`config.mk`:
```
export PLATFORM = sky130hd
export DESIGN_NAME = epoch_seconds_to_calendar_top
export DESIGN_NICKNAME = d
export VERILOG_FILES = /design/src/design/e2c_pkg.sv /design/src/design/e2c_seq.sv /design/src/design/e2c_dp.sv /design/src/design/epoch_seconds_to_calendar_top.sv
export VERILOG_INCLUDE_DIRS = /design/src /design/src/design
export SDC_FILE = /design/constraint.sdc
export NUM_CORES = 2
export LEC_CHECK = 0
export BUFFER_PORTS_ARGS = -buffer_cell sky130_fd_sc_hd__buf_2
export CAP_MARGIN = 0
export CORE_MARGIN = 4
export CORE_UTILIZATION = 60
export CTS_CLUSTER_DIAMETER = 60
export DETAILED_ROUTE_END_ITERATION = 10
export HOLD_SLACK_MARGIN = 0.15
export PLACE_DENSITY = 0.8
export SYNTH_ARGS = -nofsm -noshare
export SYNTH_HDL_FRONTEND = slang
export SYNTH_SLANG_ARGS = --single-unit
```
`constraint.sdc`:
```
create_clock -name clk -period 7.5 [get_ports clk]
set_input_delay 0.75 -clock clk [delete_from_list [all_inputs] [get_ports clk]]
set_output_delay 0.75 -clock clk [all_outputs]
set_load 0.03 [all_outputs]
```
`src/design/epoch_seconds_to_calendar_top_assert.svh`:
```
// Assertion macros shared by the calendar converter.
// Both expect clk and rst_n in the scope of the module that uses them.
`ifndef EPOCH_SECONDS_TO_CALENDAR_TOP_ASSERT_SVH
`define EPOCH_SECONDS_TO_CALENDAR_TOP_ASSERT_SVH

// consequent holds in the same cycle as the antecedent
`define E2C_AST_SAME(lbl, ante, cons, msg) \
    lbl: assert property (@(posedge clk) disable iff (!rst_n) (ante) |-> (cons)) \
        else $error(msg);

// consequent holds in the cycle after the antecedent
`define E2C_AST_NEXT(lbl, ante, cons, msg) \
    lbl: assert property (@(posedge clk) disable iff (!rst_n) (ante) |=> (cons)) \
        else $error(msg);

`endif

```
`src/design/e2c_pkg.sv`:
```
`timescale 1ns / 1ps

package e2c_pkg;

    localparam int ACC_W  = 31;
    localparam int QUO_W  = 15;
    localparam int TOD_W  = 17;
    localparam int PROD_W = 49;

    typedef logic [3:0] op_t;
    typedef logic [1:0] cond_t;
    typedef logic [1:0] dsel_t;
    typedef logic [3:0] pc_t;

    localparam op_t OP_DIV       = 4'd0;
    localparam op_t OP_SAVE_TOD  = 4'd1;
    localparam op_t OP_QUAD      = 4'd2;
    localparam op_t OP_YEAR      = 4'd3;
    localparam op_t OP_SAVE_YDAY = 4'd4;
    localparam op_t OP_SAVE_WD   = 4'd5;
    localparam op_t OP_MONTH     = 4'd6;
    localparam op_t OP_SAVE_MDAY = 4'd7;
    localparam op_t OP_SAVE_HOUR = 4'd8;
    localparam op_t OP_FINISH    = 4'd9;

    localparam cond_t COND_NONE = 2'd0;
    localparam cond_t COND_GE   = 2'd2;

    localparam dsel_t DSEL_DAY  = 2'd0;
    localparam dsel_t DSEL_WEEK = 2'd1;
    localparam dsel_t DSEL_HOUR = 2'd2;
    localparam dsel_t DSEL_MIN  = 2'd3;

    // reciprocals for the odd part of each divisor, exact over the operand range
    localparam logic [PROD_W-1:0] DAY_RECIP  = 49'd25451659;
    localparam logic [PROD_W-1:0] WEEK_RECIP = 49'd586;
    localparam logic [PROD_W-1:0] HOUR_RECIP = 49'd9321;
    localparam logic [PROD_W-1:0] MIN_RECIP  = 49'd1093;

    localparam logic [ACC_W-1:0] DAY_SECS  = 31'd86400;
    localparam logic [ACC_W-1:0] HOUR_SECS = 31'd3600;
    localparam logic [ACC_W-1:0] MIN_SECS  = 31'd60;
    localparam logic [ACC_W-1:0] WEEK_DAYS = 31'd7;
    localparam logic [ACC_W-1:0] QUAD_DAYS = 31'd1461;
    localparam logic [ACC_W-1:0] YEAR_DAYS = 31'd365;
    localparam logic [ACC_W-1:0] LEAP_DAYS = 31'd366;

    localparam logic [10:0] BASE_YEAR = 11'd1970;
    localparam logic [2:0]  THURSDAY  = 3'd4;
    localparam logic [2:0]  QUAD_WD   = 3'd5;
    localparam logic [2:0]  YEAR_WD   = 3'd1;
    localparam logic [2:0]  LEAP_WD   = 3'd2;
    localparam logic [3:0]  FEBRUARY  = 4'd1;
    localparam logic [3:0]  DECEMBER  = 4'd11;

    localparam pc_t LAST_PC = 4'd12;

    typedef struct packed {
        op_t   op;
        dsel_t dsel;
        cond_t cond;
        pc_t   tgt;
        logic  last;
    } uword_t;

    typedef struct packed {
        logic ge;
    } dp_stat_t;

    function automatic logic [ACC_W-1:0] div_const(input dsel_t sel);
        logic [ACC_W-1:0] v;
        begin
            unique case (sel)
                DSEL_DAY:  v = DAY_SECS;
                DSEL_WEEK: v = WEEK_DAYS;
                DSEL_HOUR: v = HOUR_SECS;
                DSEL_MIN:  v = MIN_SECS;
                default:   v = DAY_SECS;
            endcase
            return v;
        end
    endfunction

    function automatic logic [4:0] month_len(input logic [3:0] m, input logic leap);
        logic [4:0] v;
        begin
            case (m)
                4'd0, 4'd2, 4'd4, 4'd6, 4'd7, 4'd9, 4'd11: v = 5'd31;
                4'd3, 4'd5, 4'd8, 4'd10:                   v = 5'd30;
                FEBRUARY:                                  v = leap ? 5'd29 : 5'd28;
                default:                                   v = 5'd31;
            endcase
            return v;
        end
    endfunction

    function automatic logic [2:0] add_mod7(input logic [2:0] a, input logic [2:0] b);
        logic [3:0] s;
        begin
            s = {1'b0, a} + {1'b0, b};
            if (s >= 4'd7)
                s = s - 4'd7;
            return s[2:0];
        end
    endfunction

    function automatic uword_t mk(input op_t op, input dsel_t dsel,
                                  input cond_t cond, input pc_t tgt, input logic last);
        uword_t w;
        begin
            w.op   = op;
            w.dsel = dsel;
            w.cond = cond;
            w.tgt  = tgt;
            w.last = last;
            return w;
        end
    endfunction

    function automatic uword_t ucode(input pc_t pc);
        uword_t w;
        begin
            unique case (pc)
                4'd0:  w = mk(OP_DIV,       DSEL_DAY,  COND_NONE, 4'd0, 1'b0);
                4'd1:  w = mk(OP_SAVE_TOD,  DSEL_DAY,  COND_NONE, 4'd0, 1'b0);
                4'd2:  w = mk(OP_QUAD,      DSEL_DAY,  COND_GE,   4'd2, 1'b0);
                4'd3:  w = mk(OP_YEAR,      DSEL_DAY,  COND_GE,   4'd3, 1'b0);
                4'd4:  w = mk(OP_SAVE_YDAY, DSEL_WEEK, COND_NONE, 4'd0, 1'b0);
                4'd5:  w = mk(OP_DIV,       DSEL_WEEK, COND_NONE, 4'd0, 1'b0);
                4'd6:  w = mk(OP_SAVE_WD,   DSEL_WEEK, COND_NONE, 4'd0, 1'b0);
                4'd7:  w = mk(OP_MONTH,     DSEL_DAY,  COND_GE,   4'd7, 1'b0);
                4'd8:  w = mk(OP_SAVE_MDAY, DSEL_HOUR, COND_NONE, 4'd0, 1'b0);
                4'd9:  w = mk(OP_DIV,       DSEL_HOUR, COND_NONE, 4'd0, 1'b0);
                4'd10: w = mk(OP_SAVE_HOUR, DSEL_HOUR, COND_NONE, 4'd0, 1'b0);
                4'd11: w = mk(OP_DIV,       DSEL_MIN,  COND_NONE, 4'd0, 1'b0);
                default: w = mk(OP_FINISH,  DSEL_MIN,  COND_NONE, 4'd0, 1'b1);
            endcase
            return w;
        end
    endfunction

endpackage

```
`src/design/e2c_seq.sv`:
```
`timescale 1ns / 1ps
`include "epoch_seconds_to_calendar_top_assert.svh"

module e2c_seq
(
    input  logic              clk,
    input  logic              rst_n,
    input  logic              start,
    input  e2c_pkg::dp_stat_t stat,
    output e2c_pkg::uword_t   uw,
    output logic              run,
    output logic              done
);

    e2c_pkg::pc_t pc_reg;
    e2c_pkg::pc_t pc_next;
    logic         run_reg;
    logic         run_next;
    logic         done_reg;
    logic         done_next;
    logic         take;

    assign uw = e2c_pkg::ucode(pc_reg);

    always_comb
    begin
        unique case (uw.cond)
            e2c_pkg::COND_GE:  take = stat.ge;
            default:           take = 1'b0;
        endcase
    end

    always_comb
    begin
        pc_next   = pc_reg;
        run_next  = run_reg;
        done_next = 1'b0;
        if (!run_reg)
        begin
            if (start)
            begin
                run_next = 1'b1;
                pc_next  = '0;
            end
        end
        else if (uw.last)
        begin
            run_next  = 1'b0;
            done_next = 1'b1;
        end
        else if (take)
        begin
            pc_next = uw.tgt;
        end
        else
        begin
            pc_next = pc_reg + 4'd1;
        end
    end

    always_ff @(posedge clk or negedge rst_n)
    begin
        if (!rst_n)
        begin
            pc_reg   <= '0;
            run_reg  <= 1'b0;
            done_reg <= 1'b0;
        end
        else
        begin
            pc_reg   <= pc_next;
            run_reg  <= run_next;
            done_reg <= done_next;
        end
    end

    assign run  = run_reg;
    assign done = done_reg;

    `E2C_AST_SAME(a_done_idle, done_reg, !run_reg, "done strobe while still running")
    `E2C_AST_NEXT(a_start_run, start && !run_reg, run_reg && pc_reg == '0, "start not taken")
    `E2C_AST_SAME(a_pc_range, run_reg, pc_reg <= e2c_pkg::LAST_PC, "step counter out of program")
    `E2C_AST_NEXT(a_last_done, run_reg && uw.last, done_reg && !run_reg, "last step gave no strobe")

endmodule

```
`src/design/e2c_dp.sv`:
```
`timescale 1ns / 1ps

module e2c_dp
(
    input  logic                          clk,
    input  logic                          load,
    input  logic                          run,
    input  logic [e2c_pkg::ACC_W-1:0]     secs,
    input  e2c_pkg::uword_t               uw,
    output e2c_pkg::dp_stat_t             stat,
    output logic [10:0]                   year,
    output logic [3:0]                    month_index,
    output logic [4:0]                    day_of_month,
    output logic [4:0]                    hour,
    output logic [5:0]                    minute,
    output logic [5:0]                    second,
    output logic [2:0]                    weekday,
    output logic [8:0]                    day_of_year
);

    logic [e2c_pkg::ACC_W-1:0] acc_reg;
    logic [e2c_pkg::QUO_W-1:0] quo_reg;
    logic [e2c_pkg::TOD_W-1:0] tod_reg;
    logic [10:0]               year_reg;
    logic [3:0]                month_reg;
    logic [4:0]                mday_reg;
    logic [4:0]                hour_reg;
    logic [5:0]                minute_reg;
    logic [5:0]                second_reg;
    logic [2:0]                wd_reg;
    logic [8:0]                yday_reg;

    logic                       leap;
    logic [4:0]                 mlen;
    logic [e2c_pkg::ACC_W-1:0]  opnd;
    logic [e2c_pkg::ACC_W-1:0]  diff;
    logic                       ge;
    logic [e2c_pkg::PROD_W-1:0] qmul;
    logic [e2c_pkg::QUO_W-1:0]  quo_new;
    logic [e2c_pkg::ACC_W-1:0]  qprod;
    logic [e2c_pkg::ACC_W-1:0]  rem;

    assign leap = (year_reg[1:0] == 2'b00);
    assign mlen = e2c_pkg::month_len(month_reg, leap);

    always_comb
    begin
        case (uw.op)
            e2c_pkg::OP_QUAD:  opnd = e2c_pkg::QUAD_DAYS;
            e2c_pkg::OP_YEAR:  opnd = leap ? e2c_pkg::LEAP_DAYS : e2c_pkg::YEAR_DAYS;
            e2c_pkg::OP_MONTH: opnd = {{(e2c_pkg::ACC_W-5){1'b0}}, mlen};
            default:           opnd = '0;
        endcase
    end

    assign diff = acc_reg - opnd;
    assign ge   = (acc_reg >= opnd)
                  && !(uw.op == e2c_pkg::OP_MONTH && month_reg == e2c_pkg::DECEMBER);

    assign stat.ge = ge;

    // strip the power of two, then multiply by the reciprocal of the odd part
    always_comb
    begin
        unique case (uw.dsel)
            e2c_pkg::DSEL_DAY:
            begin
                qmul    = {{(e2c_pkg::PROD_W-24){1'b0}}, acc_reg[30:7]} * e2c_pkg::DAY_RECIP;
                quo_new = qmul[48:34];
            end
            e2c_pkg::DSEL_WEEK:
            begin
                qmul    = {{(e2c_pkg::PROD_W-9){1'b0}}, acc_reg[8:0]} * e2c_pkg::WEEK_RECIP;
                quo_new = {{(e2c_pkg::QUO_W-7){1'b0}}, qmul[18:12]};
            end
            e2c_pkg::DSEL_HOUR:
            begin
                qmul    = {{(e2c_pkg::PROD_W-13){1'b0}}, acc_reg[16:4]} * e2c_pkg::HOUR_RECIP;
                quo_new = {{(e2c_pkg::QUO_W-6){1'b0}}, qmul[26:21]};
            end
            e2c_pkg::DSEL_MIN:
            begin
                qmul    = {{(e2c_pkg::PROD_W-10){1'b0}}, acc_reg[11:2]} * e2c_pkg::MIN_RECIP;
                quo_new = {{(e2c_pkg::QUO_W-7){1'b0}}, qmul[20:14]};
            end
            default:
            begin
                qmul    = '0;
                quo_new = '0;
            end
        endcase
    end

    assign qprod = {{(e2c_pkg::ACC_W-e2c_pkg::QUO_W){1'b0}}, quo_reg}
                   * e2c_pkg::div_const(uw.dsel);
    assign rem   = acc_reg - qprod;

    always_ff @(posedge clk)
    begin
        if (load)
        begin
            acc_reg   <= secs;
            quo_reg   <= '0;
            year_reg  <= e2c_pkg::BASE_YEAR;
            month_reg <= '0;
            wd_reg    <= e2c_pkg::THURSDAY;
        end
        else if (run)
        begin
            case (uw.op)
                e2c_pkg::OP_DIV:
                begin
                    quo_reg <= quo_new;
                end
                e2c_pkg::OP_SAVE_TOD:
                begin
                    tod_reg <= rem[e2c_pkg::TOD_W-1:0];
                    acc_reg <= {{(e2c_pkg::ACC_W-e2c_pkg::QUO_W){1'b0}}, quo_reg};
                end
                e2c_pkg::OP_QUAD:
                begin
                    if (ge)
                    begin
                        acc_reg  <= diff;
                        year_reg <= year_reg + 11'd4;
                        wd_reg   <= e2c_pkg::add_mod7(wd_reg, e2c_pkg::QUAD_WD);
                    end
                end
                e2c_pkg::OP_YEAR:
                begin
                    if (ge)
                    begin
                        acc_reg  <= diff;
                        year_reg <= year_reg + 11'd1;
                        wd_reg   <= e2c_pkg::add_mod7(wd_reg,
                                        leap ? e2c_pkg::LEAP_WD : e2c_pkg::YEAR_WD);
                    end
                end
                e2c_pkg::OP_SAVE_YDAY:
                begin
                    yday_reg <= acc_reg[8:0];
                    acc_reg  <= acc_reg + {{(e2c_pkg::ACC_W-3){1'b0}}, wd_reg};
                end
                e2c_pkg::OP_SAVE_WD:
                begin
                    wd_reg  <= rem[2:0];
                    acc_reg <= {{(e2c_pkg::ACC_W-9){1'b0}}, yday_reg};
                end
                e2c_pkg::OP_MONTH:
                begin
                    if (ge)
                    begin
                        acc_reg   <= diff;
                        month_reg <= month_reg + 4'd1;
                    end
                end
                e2c_pkg::OP_SAVE_MDAY:
                begin
                    mday_reg <= acc_reg[4:0] + 5'd1;
                    acc_reg  <= {{(e2c_pkg::ACC_W-e2c_pkg::TOD_W){1'b0}}, tod_reg};
                end
                e2c_pkg::OP_SAVE_HOUR:
                begin
                    hour_reg <= quo_reg[4:0];
                    acc_reg  <= rem;
                end
                e2c_pkg::OP_FINISH:
                begin
                    minute_reg <= quo_reg[5:0];
                    second_reg <= rem[5:0];
                end
                default:
                begin
                    acc_reg <= acc_reg;
                end
            endcase
        end
    end

    assign year         = year_reg;
    assign month_index  = month_reg;
    assign day_of_month = mday_reg;
    assign hour         = hour_reg;
    assign minute       = minute_reg;
    assign second       = second_reg;
    assign weekday      = wd_reg;
    assign day_of_year  = yday_reg;

endmodule

```
`src/design/epoch_seconds_to_calendar_top.sv`:
```
`timescale 1ns / 1ps

// Converts a seconds count since midnight 1 Jan 1970 into calendar year, month,
// day of month, hour, minute, second, weekday and day of year, using the
// every-fourth-year leap rule. Pulse start while busy is low; the word is taken
// on that edge and busy rises. A small microcode program then runs one step per
// clock: a reciprocal multiply for the divide by 86400, a peel of four-year
// blocks and then of single years, a weekday remainder, a month peel, and
// divides by 3600 and 60.
// The result ports are valid for the single cycle in which done is high, and
// the receiver must take them then: there is no way to hold them off. The time
// until done rises depends on how often the year-block, year and month peel
// loops repeat; busy falls in the same cycle as done rises, so the next start can
// be taken while done is shown.
module epoch_seconds_to_calendar_top
(
    input  logic        clk,
    input  logic        rst_n,
    input  logic        start,
    output logic        busy,
    input  logic [30:0] epoch_seconds,
    output logic        done,
    output logic [10:0] year,
    output logic [3:0]  month_index,
    output logic [4:0]  day_of_month,
    output logic [4:0]  hour,
    output logic [5:0]  minute,
    output logic [5:0]  second,
    output logic [2:0]  weekday,
    output logic [8:0]  day_of_year
);

    e2c_pkg::uword_t   uw;
    e2c_pkg::dp_stat_t stat;
    logic              run;
    logic              load;

    assign busy = run;
    assign load = start && !run;

    e2c_seq u_seq
    (
        .clk   (clk),
        .rst_n (rst_n),
        .start (start),
        .stat  (stat),
        .uw    (uw),
        .run   (run),
        .done  (done)
    );

    e2c_dp u_dp
    (
        .clk          (clk),
        .load         (load),
        .run          (run),
        .secs         (epoch_seconds),
        .uw           (uw),
        .stat         (stat),
        .year         (year),
        .month_index  (month_index),
        .day_of_month (day_of_month),
        .hour         (hour),
        .minute       (minute),
        .second       (second),
        .weekday      (weekday),
        .day_of_year  (day_of_year)
    );

endmodule
```
---- Word level (Yosys, flattened, before mapping) ----
Memories as Yosys holds them, arrays and structs flattened.
Cells that the tools add are included.
storage, ports and cells
  bits in read-only memories .............. 176
  bits in registers ....................... 118
  word-level logic and storage cells ...... 114
  memories kept ........................... 1
memory list
  memory           depth  width  read ports  clocked after memory_dff  write ports  RTL line        RTL
  (no name shown)  16     11     1           0                         0            e2c_pkg.sv:123  unique case (pc)
operators by class
  muxes and demuxes ....................... 29
  bitwise operators ....................... 1
  add/subtract/negate cells ............... 12
  $lt $le $gt $ge ......................... 3
  reductions and logical operators ........ 26
  eq/ne operators ......................... 23
  multiply operators ...................... 5
operators with widths
  operator                count
  $pmux 31 s6             1
  $pmux 31 s4             1
  $mux 31                 3
  $pmux 31 s3             1
  $sub 31x31->31          2
  $pmux 15 s4             1
  $mul 24x25->49 const B  1
  $add 31x3->31           1
  $ge 31x31->1            1
  $mul 15x31->31          1
  $mul 13x14->27 const B  1
  $mux 11                 2
  $pmux 11 s2             1
  $mul 10x11->21 const B  1
  $reduce_and 3->1        7
  $eq 4x3->1 const B      5
  $eq 4x4->1 const B      5
  $mul 9x9->18 const B    1
  $mux 4                  4
  $eq 4x2->1 const B      3
  $mux 3                  4
  $add 11x1->11 const B   1
  $add 11x3->11 const B   1
  $pmux 5 s2              1
  other kinds (26)        49

---- Depth between registers and ports, before layout ----
  word-level depth ........................ 10
  depth in mapped cells ................... 29

---- Modules after synthesis ----
Synthesis repeated with hierarchy kept, for this count alone.
second synthesis, totals
  cells, all modules ...................... 3012
  area total of the unflattened synthesis .. 28700.0 um^2
by module, submodules not included
  module                         cells each  instances  sequential area each (um^2)  area each (um^2)
  e2c_dp                         2945        1          3032.9                       28124.5
  e2c_seq                        66          1          150.1                        561.8
  epoch_seconds_to_calendar_top  1           1          0.0                          13.8

---- Worst setup path before layout ----
No wires, ideal clock.
  path type ............................... register to register
  from .................................... register u_seq.pc_reg[0]
  to ...................................... register u_dp.acc_reg[17] (netlist name) (data pin)
  arrival time ............................ 6941 ps
  stages on the path, launching flop included .. 27
  path buffers ............................ 2
  path slack .............................. 298 ps
  clock period less this slack ............ 7202 ps
  setup time .............................. 261 ps
  required time ........................... 7239 ps
  cell sequence ........................... dfrtp_1 -> ha_1 -> inv_1 -> ha_1 -> clkbuf_1 -> clkbuf_1 -> nand2_1 -> fa_1 -> inv_1 -> fa_1 -> inv_1 -> fa_1 -> fa_1 -> fa_1 -> inv_1 -> fa_1 -> inv_1 -> ha_1 -> a21o_1 -> a31o_2 -> or3_1 -> o21bai_4 -> nor2_1 -> or3_1 -> xor2_1 -> a221oi_1 -> nor2_1
on the way
  cells in the longest elaborated chain, start to end .. 8
  elaborated cells on any way between the ends .. 23
  classes of those cells .................. add/sub (2); mul (1); eq/ne (11); mux (6); reduce/logical (2); memory (1)
ends and longest elaborated chain
  what                                                     RTL line                     RTL
  start, declared                                          e2c_seq.sv:15                e2c_pkg::pc_t pc_reg;
  start signal, assigned                                   e2c_seq.sv:71                pc_reg <= pc_next;
  $mem_v2 16x11 *                                          -
  $eq 2x2->1 (tied with other cells)                       e2c_pkg.sv:73                unique case (sel)
  $pmux 31 s4 / $pmux 31 s3 (equally long branches)        e2c_pkg.sv:73, e2c_dp.sv:48
  $mul 15x31->31 / $sub 31x31->31 (equally long branches)  e2c_dp.sv:95, e2c_dp.sv:56
  $sub 31x31->31 / $mux 31 (equally long branches)         -
  $pmux 31 s6 *                                            e2c_dp.sv:110                case (uw.op)
  $mux 31 *                                                e2c_dp.sv:108                else if (run)
  $mux 31 *                                                e2c_dp.sv:100                if (load)
  end signal, assigned                                     e2c_dp.sv:102                acc_reg <= secs;
  end signal, assigned                                     e2c_dp.sv:118                acc_reg <= {{(e2c_pkg::ACC_W-e2c_pkg::QUO_W){1'b0}}, quo_reg};
  end signal, assigned                                     e2c_dp.sv:124                acc_reg <= diff;
  end, declared                                            e2c_dp.sv:21                 logic [e2c_pkg::ACC_W-1:0] acc_reg;
Every way passes the cells marked *; elsewhere a longest branch is shown, timed or not. The select of a mux whose other input is x is not followed.
A chain may end at the register's enable or synchronous reset.

---- Final worst setup path ----
  from .................................... register u_seq.pc_reg[1]
  to ...................................... register u_dp.acc_reg[30] (netlist name) (data pin)
The elaborated chain is that of the path after synthesis.

==> results by group <==
Status
  – Status: completed

Synthesis
  – Avg Cell Area, Syn: 9.54 um2
  – Mapped Cells: 2986
  – Yosys reg bits: 118
  – Yosys warnings: 0
  – Post-synthesis sequential area ratio: 11.2%
  – Top cell type's share of synthesized area: 28.2%
  – Post-synth top cells: 677 x inv_1, 597 x ha_1, 401 x fa_1
  – Synthesized Nets: 4018
  – Post-synthesis cell area: 28500 um2
  – Most common cell in the netlist: inv_1
  – Cell taking the most area after synthesis: fa_1
  – Number of synthesized flops with an enable pin: 79
  – Post-synth cell types: 93
  – Ranking of synthesized cells by area: fa_1 28%, ha_1 26%, inv_1 8.9%, edfxtp_1 8.3%, xnor2_1 2.4%
  – Main synth FF type: edfxtp_1
  – Asr flop ratio synth: 5.08%

Worst setup path
  – Data required, critical path: 7700 ps
  – Crit-path slowest cell: fa_1
  – Worst path bufs/invs: 5
  – Worst path max stage delay: 560 ps
  – CP delay by family, top: adder cells
  – CP max FO: 12
  – Worst R2R Start: u_seq.pc_reg[1]$_DFFE_PN0P_
  – Critical path origin: u_seq.pc_reg[1]$_DFFE_PN0P_
  – Most used cell, CP: fa_1
  – WS Path Type: flop to flop
  – Critical path arrival: 7490 ps
  – CP Capture Type: flop
  – Nature of the critical path startpoint: flop

Placement
  – Worst slack, placed: 81.3 ps
  – # port buffers: 84
  – Hpwl dp: 71800 um
  – Placed Cells: 3699
  – RD Place Congestion: 1.04

Cells and area
  – Share of cells above drive strength 1: 8.05%
  – Post-Layout Cell Count: 3740
  – Area growth, synth to finish: 7.97%
  – Fin util: 65.8%
  – Max reg flops: 31
  – NumNets Final: 4151

Clock network
  – Clk_lat worst skew: 450 ps
  – Total CTS buffers: 17
  – Clock buffer depth: 2
  – Clk root buf: clkbuf_16
  – CTS H-tree depth: 4
  – Reg clk slew, reported paths: 60 ps
  – Clk sinks: 118
  – CTS tree: built

Die
  – Total core area: 46800 um2
  – Die H: 226 um
  – Die Area: 51000 um2
  – IO Pins: 85
  – Die width: 226 um
  – Starting Density: 60.9%
  – Row cnt: 79

Routing
  – Number of DRC markers in iteration 0: 1922
  – Drt via density: 6.12
  – Wire per inst: 22.8 um
  – Via count: 22900
  – Antenna viol nets, final: 0
  – DRC viols: 0
  – Drt pass-1 iters: 9
  – WL final: 85400 um

Global routing
  – Initial antenna violation count: 1
  – Vias in the first global route: 23600
  – Gr usage total: 33.7%
  – Global-route wire length before repair: 132000 um
  – Total congestion overflow: 0
  – Largest net degree at the start of global routing: 40

Flow run
  – Max_cap viols: 0

STA
  – Final hold vios: 0
  – F_max: 137 MHz
  – Setup ws final: 206 ps
  – Relative slew slack: 15.2%
  – Max Slew Vio Count: 0
  – Fin crit share: 97.3%
  – Final setup vio count: 0
  – Clock skew: 20.6 ps
  – Min cycle time layout: 7290 ps
  – Actual slew at the worst max-slew pin: 1270 ps

Min path
  – Hold Crit Start: u_dp.year[10]$_SDFFE_PP1P_
  – Hold WC Path Type: flop to flop
repair_timing:
item,CTS,global route
hold endpoints to repair,6,0
buffers inserted,0,6
pin swaps,0,3
setup endpoints to repair,1,8
gates cloned,0,1
resized for setup,1,17
hold buffers,1,0
final timing paths:
| path | slack (ps) | cells past startpoint | to |
|---|---|---|---|
| worst max-delay path | 210 | 25 | u_dp.acc_reg[30]$_DFFE_PP_ |
| worst min-delay path | 490 | 2 | u_dp.year[10]$_SDFFE_PP1P_ |
| worst max register to register | 210 | 25 | u_dp.acc_reg[30]$_DFFE_PP_ |
| worst min register to register | 490 | 2 | u_dp.year[10]$_SDFFE_PP1P_ |
| max in group asynchronous | 6660 | 2 | u_seq.pc_reg[1]$_DFFE_PN0P_ |
| min in group asynchronous | 660 | 2 | u_seq.pc_reg[0]$_DFFE_PN0P_ |
cells by family after synthesis:
family	synth area share (%)
AND/OR/NAND/NOR	10.1
XOR/XNOR	3.38
adder cells (fa/ha/maj)	54.4
buffers and inverters	9.64
multiplexers	0.672
AO/OA/AOI/OAI	10.6
flip-flops	11.2
worst min-delay path: cells and delay by family, from the launching register on:
kind             cells  cell delay (ps)
AND/OR/NAND/NOR      1               50
flip-flops           1              340
XOR/XNOR             1               70
area by class of cell:
type	count	area, um2
repair buffers	163	1040
clock buffers	22	507
multi-input cells	2140	22600
inverters	679	2550
fillers	3800	16000
clock inverters	10	101
well taps	607	759
flip-flops and latches	118	3180
diodes	1	2.50
cell usage in the layout, fill, tap and decap left out, types with 21 or more instances in the layout:
cell type	count
inv_1	677
ha_1	594
fa_1	401
nand2_1	155
nor2_1	122
a21oi_1	106
o21ai_0	86
buf_2	84
edfxtp_1	79
xnor2_1	77
buf_4	74
nand3_1	57
a21o_1	36
nor3_1	34
xor2_1	33
dfxtp_1	33
nand2b_1	27
nand4_1	27
and2_1	26
and3_1	25
a31oi_1	21
through the flow:
step / TNS [ps] / hold WS, ps / area (um2)
finish: 0 / 494 / 30800
global route: -84.6 / 542 / 30800
CTS: 0 / 504 / 30600
detailed placement: 0 / 485 / 30000
global placement: 0 / 475 / 30000
floorplan: 0 / 454 / 28500
routing by layer:
layer	vias up	GRT usage, %	share of wire [%]
met3	257	5.06	8.4
li1	10200	-	-
met1	11300	44.9	40
met5	-	0	0
met2	1154	56.2	47
met4	0	12.4	4.5
Power is not shown: default switching activity piles up to over one toggle a cycle in this logic, so the estimate is an artifact.
